`src/mtce_pkg.sv`:
```
// Package for the MIDI track controller extractor.
// Holds parse phase codes, status byte constants, field widths and configuration register indexes.
// No dependencies.
package mtce_pkg;

  localparam int TICK_W  = 31;
  localparam int LEN_W   = 32;
  localparam int PHASE_W = 3;

  localparam logic [TICK_W-1:0] TICK_MAX = {TICK_W{1'b1}};

  // parse phases
  localparam logic [PHASE_W-1:0] PH_DELTA     = 3'd0;
  localparam logic [PHASE_W-1:0] PH_STATUS    = 3'd1;
  localparam logic [PHASE_W-1:0] PH_META_TYPE = 3'd2;
  localparam logic [PHASE_W-1:0] PH_LENGTH    = 3'd3;
  localparam logic [PHASE_W-1:0] PH_SKIP      = 3'd4;
  localparam logic [PHASE_W-1:0] PH_DATA      = 3'd5;
  localparam logic [PHASE_W-1:0] PH_DEAD      = 3'd6;

  // status and meta codes
  localparam logic [7:0] ST_SYSEX    = 8'hF0;
  localparam logic [7:0] ST_ESCAPE   = 8'hF7;
  localparam logic [7:0] ST_META     = 8'hFF;
  localparam logic [7:0] META_EOT    = 8'h2F;
  localparam logic [3:0] KIND_CC     = 4'hB;
  localparam logic [3:0] KIND_PROG   = 4'hC;
  localparam logic [3:0] KIND_PRESS  = 4'hD;
  localparam logic [3:0] KIND_SYSTEM = 4'hF;

  // configuration register indexes
  localparam logic CFG_LISTEN_CHANNEL    = 1'b0;
  localparam logic CFG_CONTROLLER_NUMBER = 1'b1;

endpackage

```
`src/midi_track_controller_extractor_top.sv`:
```
// Top level of the MIDI track controller extractor.
// Parses track body bytes and reports matching control changes and track end ticks.
// Depends on mtce_pkg.

// Takes one track body byte per clock and, with the output free, sustains one byte per
// cycle; an accepted byte passes the input register, then the parse step into the result
// register; a stalled result output holds it in the input register. The rate is set by
// the parse state update, one short step per byte: a variable-length shift, a saturating
// 31-bit tick add and a 32-bit skip count. Only bytes that complete a matching nonzero
// control change, or that are flagged last of track, produce a result transaction; all
// others are consumed silently.
// Configuration writes are always ready and take effect on the next byte processed.
module midi_track_controller_extractor_top
  import mtce_pkg::*;
(
  input  logic              clk,
  input  logic              rst,
  // configuration
  input  logic              cfg_valid,
  output logic              cfg_ready,
  input  logic              cfg_index,
  input  logic [7:0]        cfg_data,
  // byte input
  input  logic              in_valid,
  output logic              in_stall,
  input  logic [7:0]        data_byte,
  input  logic              first_of_track,
  input  logic              last_of_track,
  input  logic              first_of_file,
  // results
  output logic              out_valid,
  input  logic              out_stall,
  output logic              event_found,
  output logic [TICK_W-1:0] event_tick,
  output logic [6:0]        event_value,
  output logic              track_done,
  output logic [TICK_W-1:0] max_tick_seen,
  output logic [TICK_W-1:0] end_tick_seen
);

  // configuration
  logic [3:0] listen_channel;
  logic [6:0] controller_number;

  // input register
  logic       s1_valid;
  logic [7:0] s1_byte;
  logic       s1_first_track;
  logic       s1_last;
  logic       s1_first_file;

  // parse state
  logic [PHASE_W-1:0] parse_phase;
  logic [LEN_W-1:0]   length_accumulator;
  logic [TICK_W-1:0]  absolute_tick;
  logic [7:0]         running_status;
  logic               running_valid;
  logic [LEN_W-1:0]   skip_remaining;
  logic [1:0]         data_remaining;
  logic               message_matches;
  logic [7:0]         held_controller;
  logic [TICK_W-1:0]  max_tick;
  logic [TICK_W-1:0]  end_tick;

  logic [PHASE_W-1:0] parse_phase_next;
  logic [LEN_W-1:0]   length_accumulator_next;
  logic [TICK_W-1:0]  absolute_tick_next;
  logic [7:0]         running_status_next;
  logic               running_valid_next;
  logic [LEN_W-1:0]   skip_remaining_next;
  logic [1:0]         data_remaining_next;
  logic               message_matches_next;
  logic [7:0]         held_controller_next;
  logic [TICK_W-1:0]  max_tick_next;
  logic [TICK_W-1:0]  end_tick_next;

  logic               found;
  logic [6:0]         value;
  logic               produce;
  logic               fire;
  logic               accept;

  logic [LEN_W-1:0]   len_shift;
  logic [TICK_W:0]    tick_sum;
  logic [LEN_W-1:0]   skip_dec;
  logic [7:0]         status;
  logic               do_data;

  assign cfg_ready = 1'b1;

  always_ff @(posedge clk) begin
    if (rst) begin
      listen_channel    <= 4'd0;
      controller_number <= 7'd11;
    end else if (cfg_valid) begin
      unique case (cfg_index)
        CFG_LISTEN_CHANNEL:    listen_channel    <= cfg_data[3:0];
        CFG_CONTROLLER_NUMBER: controller_number <= cfg_data[6:0];
        default: ;
      endcase
    end
  end

  // the parse step runs unless a held result blocks the output register
  assign fire     = s1_valid && !(out_valid && out_stall);
  assign in_stall = s1_valid && !fire;
  assign accept   = in_valid && !in_stall;

  always_ff @(posedge clk) begin
    if (rst) begin
      s1_valid <= 1'b0;
    end else if (accept) begin
      s1_valid <= 1'b1;
    end else if (fire) begin
      s1_valid <= 1'b0;
    end
  end

  always_ff @(posedge clk) begin
    if (accept) begin
      s1_byte        <= data_byte;
      s1_first_track <= first_of_track;
      s1_last        <= last_of_track;
      s1_first_file  <= first_of_file;
    end
  end

  always_comb begin
    max_tick_next = s1_first_file ? '0 : max_tick;
    end_tick_next = s1_first_file ? '0 : end_tick;
    if (s1_first_track) begin
      parse_phase_next        = PH_DELTA;
      length_accumulator_next = '0;
      absolute_tick_next      = '0;
      running_status_next     = 8'd0;
      running_valid_next      = 1'b0;
      skip_remaining_next     = '0;
      data_remaining_next     = 2'd0;
      message_matches_next    = 1'b0;
      held_controller_next    = 8'd0;
    end else begin
      parse_phase_next        = parse_phase;
      length_accumulator_next = length_accumulator;
      absolute_tick_next      = absolute_tick;
      running_status_next     = running_status;
      running_valid_next      = running_valid;
      skip_remaining_next     = skip_remaining;
      data_remaining_next     = data_remaining;
      message_matches_next    = message_matches;
      held_controller_next    = held_controller;
    end

    found     = 1'b0;
    value     = 7'd0;
    do_data   = 1'b0;
    len_shift = {length_accumulator_next[LEN_W-8:0], s1_byte[6:0]};
    tick_sum  = {1'b0, absolute_tick_next} + len_shift[TICK_W:0];
    skip_dec  = skip_remaining_next - LEN_W'(1);
    status    = s1_byte[7] ? s1_byte : running_status_next;

    unique case (parse_phase_next)
      PH_DELTA: begin
        length_accumulator_next = len_shift;
        if (!s1_byte[7] || s1_last) begin
          // saturating add; bit 31 of the length also forces saturation
          if (tick_sum[TICK_W] || len_shift[LEN_W-1]) begin
            absolute_tick_next = TICK_MAX;
          end else begin
            absolute_tick_next = tick_sum[TICK_W-1:0];
          end
          if (absolute_tick_next > max_tick_next) begin
            max_tick_next = absolute_tick_next;
          end
          length_accumulator_next = '0;
          if (!s1_byte[7]) begin
            parse_phase_next = PH_STATUS;
          end
        end
      end
      PH_STATUS: begin
        if (!s1_byte[7] && !running_valid_next) begin
          parse_phase_next = PH_DEAD;
        end else begin
          if (status != ST_SYSEX && status != ST_ESCAPE && status != ST_META) begin
            running_status_next = status;
            running_valid_next  = 1'b1;
          end
          if (status == ST_META) begin
            parse_phase_next = PH_META_TYPE;
          end else if (status == ST_SYSEX || status == ST_ESCAPE) begin
            length_accumulator_next = '0;
            parse_phase_next        = PH_LENGTH;
          end else if (status[7:4] == KIND_SYSTEM) begin
            parse_phase_next = PH_DEAD;
          end else begin
            data_remaining_next  = (status[7:4] == KIND_PROG || status[7:4] == KIND_PRESS)
                                   ? 2'd1 : 2'd2;
            message_matches_next = (status[7:4] == KIND_CC) &&
                                   (status[3:0] == listen_channel);
            held_controller_next = 8'd0;
            parse_phase_next     = PH_DATA;
            // running status: this byte is already the first data byte
            do_data              = !s1_byte[7];
          end
        end
      end
      PH_META_TYPE: begin
        if (s1_byte == META_EOT) begin
          if (absolute_tick_next > end_tick_next) begin
            end_tick_next = absolute_tick_next;
          end
          parse_phase_next = PH_DEAD;
        end else begin
          length_accumulator_next = '0;
          parse_phase_next        = PH_LENGTH;
        end
      end
      PH_LENGTH: begin
        if (!s1_byte[7]) begin
          skip_remaining_next     = len_shift;
          length_accumulator_next = '0;
          parse_phase_next        = (len_shift == '0) ? PH_DELTA : PH_SKIP;
        end else begin
          length_accumulator_next = len_shift;
        end
      end
      PH_SKIP: begin
        skip_remaining_next = skip_dec;
        if (skip_dec == '0) begin
          parse_phase_next = PH_DELTA;
        end
      end
      PH_DATA: begin
        do_data = 1'b1;
      end
      default: ;
    endcase

    if (do_data) begin
      if (message_matches_next && data_remaining_next == 2'd2) begin
        held_controller_next = s1_byte;
      end else if (message_matches_next && data_remaining_next == 2'd1) begin
        if (held_controller_next == {1'b0, controller_number} &&
            !s1_byte[7] && s1_byte[6:0] != 7'd0) begin
          found = 1'b1;
          value = s1_byte[6:0];
        end
      end
      data_remaining_next = data_remaining_next - 2'd1;
      if (data_remaining_next == 2'd0) begin
        parse_phase_next = PH_DELTA;
      end
    end

    produce = found || s1_last;
  end

  always_ff @(posedge clk) begin
    if (rst) begin
      parse_phase        <= PH_DELTA;
      length_accumulator <= '0;
      absolute_tick      <= '0;
      running_status     <= 8'd0;
      running_valid      <= 1'b0;
      skip_remaining     <= '0;
      data_remaining     <= 2'd0;
      message_matches    <= 1'b0;
      held_controller    <= 8'd0;
      max_tick           <= '0;
      end_tick           <= '0;
    end else if (fire) begin
      parse_phase        <= parse_phase_next;
      length_accumulator <= length_accumulator_next;
      absolute_tick      <= absolute_tick_next;
      running_status     <= running_status_next;
      running_valid      <= running_valid_next;
      skip_remaining     <= skip_remaining_next;
      data_remaining     <= data_remaining_next;
      message_matches    <= message_matches_next;
      held_controller    <= held_controller_next;
      max_tick           <= max_tick_next;
      end_tick           <= end_tick_next;
    end
  end

  // result register
  always_ff @(posedge clk) begin
    if (rst) begin
      out_valid <= 1'b0;
    end else if (fire && produce) begin
      out_valid <= 1'b1;
    end else if (!out_stall) begin
      out_valid <= 1'b0;
    end
  end

  always_ff @(posedge clk) begin
    if (fire && produce) begin
      event_found   <= found;
      event_tick    <= found ? absolute_tick_next : '0;
      event_value   <= value;
      track_done    <= s1_last;
      max_tick_seen <= max_tick_next;
      end_tick_seen <= end_tick_next;
    end
  end

endmodule

```
`config.mk`:
```
export PLATFORM = sky130hd
export DESIGN_NAME = midi_track_controller_extractor_top
export DESIGN_NICKNAME = d
export VERILOG_FILES = /design/src/mtce_pkg.sv /design/src/midi_track_controller_extractor_top.sv
export SDC_FILE = /design/constraint.sdc
export NUM_CORES = 1
export LEC_CHECK = 0
export BUFFER_PORTS_ARGS = -buffer_cell sky130_fd_sc_hd__buf_2
export CORE_ASPECT_RATIO = 0.8
export CORE_MARGIN = 4
export CORE_UTILIZATION = 50
export DETAILED_ROUTE_END_ITERATION = 6
export GPL_ROUTABILITY_DRIVEN = 0
export PLACE_DENSITY = 0.77
export SYNTH_ARGS = -nofsm -noshare
export SYNTH_HDL_FRONTEND = slang
export SYNTH_SLANG_ARGS = --single-unit
export TNS_END_PERCENT = 10
```
`constraint.sdc`:
```
create_clock -name clk -period 23.1 [get_ports clk]
set_input_delay 1.155 -clock clk [delete_from_list [all_inputs] [get_ports clk]]
set_output_delay 1.155 -clock clk [all_outputs]
set_load 0.02 [all_outputs]
```
==> flow_summary.ini <==
[sta]
final_max_slew_viol_count = 0
finalHoldViolCount = 0
worstMarginPinSlew_ns = 1.22
finalWorstSetupSlack_ns = 15.39
setup_viol = 0
fin_skew_ns = 0.0187
hold-worst-slack_ns = 0.446
rsz0062_at_grt = no
max_slew_margin_pct = 18.4
fmax_mhz = 130
fin_crit_sh_pct = 33.4
finalSetupTns_ns = 0
period_minus_slack_ns = 7.71

[finish]
mostFrequentLayoutCells = nor2_1 (227), dfxtp_1 (186), nand2_1 (182)
fin_cells = 2548
fillers = 3045
finalNetCount = 2164
multi_input_area_um2 = 9640
layout_commonest_cell = nor2_1
antenna_cells = 0
drive_above_1_share_pct = 11.8
seqCellArea_um2 = 7120
synthToLayoutAreaGrowth_pct = 11.2

[synthesis]
syn_area_per_cell_um2 = 8.73
yosysSeqAreaShare_pct = 40.6
yosysWarningCount = 0
synth_top_area_share_pct = 21.2
synth_area_um2 = 17500
syn_inst = 2007
ys.flop_type = dfxtp_1
synth_edf_count = 113
ys_types = 94
yosysTopAreaCell = dfxtp_1
ys_ff_latch = 299
synth_area_leaders = dfxtp_1 (21%), edfxtp_1 (19%), ha_1 (6.2%), nor2_1 (4.9%), nand2_1 (3.9%)
synth_nets = 2120
async_flop_share_pct = 0

[route]
drc = 0
routedWlPerCell_um = 20.2
vias = 16100
drt_iter0_drc = 1957
drt-total-wl_um = 51400
vias_per_cell = 6.30
dr.pass1.iters = 6
ant_nets = 0

[grt]
grt_pass1_wl_um = 79200
overflow = 0
grt_max_degree = 83
grt_usage_pct = 25.5
antenna_found_initial = 1
grt_pass1_vias = 14500

[clock_tree]
cts-resized-gates = 0
cts_tree = built
path_clk_slew_ns = 0.06
cts_buffers = 31
cts_setup_buffers = 0
clkSinkCount = 299
worstSkewPairLatency_ns = 0.59
htreeDepth = 1
cts_hold_buf = 0
ctsLongestPathBuffers = 3
cts_root_buf = clkbuf_16

[setup_path]
r2r_start = s1_first_track
critPathMaxFanout = 79
required_ns = 23.62
crit_type = reg2reg
arrival_ns = 8.24
ff2ff_path_depth = 21
end_kind = register
critPathLaunchType = register
critPathSlowestCell = nor3_1
max_stage_delay_ns = 0.96
ff2ff_setup_slack_ns = 15.39
cp_common_cell = buf_4
worstReg2RegEnd = max_tick[26]
cp_cell_sequence = buf_4, buf_4, nor2b_1, ha_1, nor2b_1, and3b_1, nand2_1, or4_1, a211oi_2, or2_1, nor2_1, mux2i_1, ha_1, nand4_1, nor2_1, nand3_1, a21oi_1, o311ai_2, buf_4, nor3_1, a22o_1

[pwr]
power.total_mw = 1.24
ir_drop_mv = 0.0609
p_per_area_nw_per_um2 = 63.5
p_leak_nw = 7.77

[die]
design.core.area_um2 = 34700
die_w_um = 217
rows = 61
io_pins = 130
start_util_pct = 50.6
die_area_um2 = 38100
chipHeight_um = 175

[min_path]
hold_start = absolute_tick[20]
hold_path_end = absolute_tick[20]
worstHoldPathType = reg2reg
whs_path_depth = 2

[flow_run]
max-cap-violations = 0

[place]
io_buffers = 127
dpl.hpwl_um = 35800
placedCellCount = 2490
dpl_worst_slack_ns = 15.73

[outcome]
status = finished, final reports clean
[report_power, final]
part | switching, mW | total, mW | internal, mW
Sequential | 0.00934 | 0.567 | 0.558
Clock | 0.217 | 0.539 | 0.321
Combinational | 0.0925 | 0.133 | 0.0404
[cell families (layout without fill, tap and decap cells)]
kind of cell	after synthesis	count (layout)	share of synthesized area [%]
AO/OA/AOI/OAI	570	570	22.4
flip-flops	299	299	40.6
adder cells (fa/ha/maj)	96	96	6.79
other	1	1	0.0214
buffers and inverters	200	269	4.65
multiplexers	20	20	1.16
AND/OR/NAND/NOR	772	772	21.9
XOR/XNOR	49	49	2.45
[routing by layer]
layer	up-vias	track usage, %	wire length (um)
met5	-	0	7
met4	2	8.29	1790
met3	144	5.69	6100
met2	962	35.6	20500
met1	7512	38.9	23000
li1	7436	-	-
[how the worst max path moves through the flow]
| stage | from | end | slack (ns) | cells after the start |
|---|---|---|---|---|
| floorplan | s1_first_track | end_tick_seen[0] | 14.41 | 12 |
| global placement | s1_first_track | max_tick[30] | 15.86 | 21 |
| detailed placement | s1_first_track | max_tick[19] | 15.73 | 22 |
| CTS | s1_first_track | max_tick[16] | 15.66 | 21 |
| global route | s1_first_track | max_tick[19] | 15.14 | 24 |
| finish | s1_first_track | max_tick[26] | 15.39 | 21 |
[synth_stat cells (11+ instances only)]
library cell	instances
a22o_1	49
o21a_1	13
nor3_1	41
a21o_1	24
nand3_1	46
xnor2_1	36
and2_1	22
xor2_1	13
mux2i_1	18
o21ai_0	123
edfxtp_1	113
a211oi_2	15
nand2_1	182
nor4_1	25
a22oi_1	87
clkbuf_1	110
a211oi_1	12
nand2b_1	82
inv_1	58
buf_2	16
dfxtp_1	186
a21oi_1	107
a31oi_1	14
nor2_1	227
nand4_1	20
nor3b_1	13
ha_1	87
nor2b_1	51
or4_1	11
[sequential cells by signal, indices dropped and copies added (netlist names), 2 cells and up]
| register | cells |
|---|---|
| skip_remaining | 32 |
| absolute_tick | 31 |
| end_tick | 31 |
| end_tick_seen | 31 |
| event_tick | 31 |
| max_tick | 31 |
| max_tick_seen | 31 |
| length_accumulator | 25 |
| held_controller | 8 |
| running_status | 8 |
| s1_byte | 8 |
| controller_number | 7 |
| event_value | 7 |
| listen_channel | 4 |
| parse_phase | 3 |
| data_remaining | 2 |
[metrics by stage]
step / util (%) / cell area (um2)
floorplan: - / 17500
global placement: 53.1 / 18400
detailed placement: 53.1 / 18400
CTS: 56.3 / 19500
global route: 56.3 / 19500
finish: 56.3 / 19500
[worst max-delay path: cells and delay by family, from the launching register on]
family | cells | cell delay [ns]
AND/OR/NAND/NOR | 11 | 3.60
buffers and inverters | 3 | 1.30
adder cells (fa/ha/maj) | 2 | 0.70
flip-flops | 1 | 0.34
multiplexers | 1 | 0.63
AO/OA/AOI/OAI | 4 | 0.99
[cell type report]
cell class	instances	share of cell area (%)
inverter	60	1.16
clock buffer	41	4.44
sequential	299	36.5
multi-input combinational	1508	49.4
timing repair buffer	151	4.20
clock inverter	17	1.23
tap	472	3.03
Note: power is estimated with default switching activity, not from simulation.
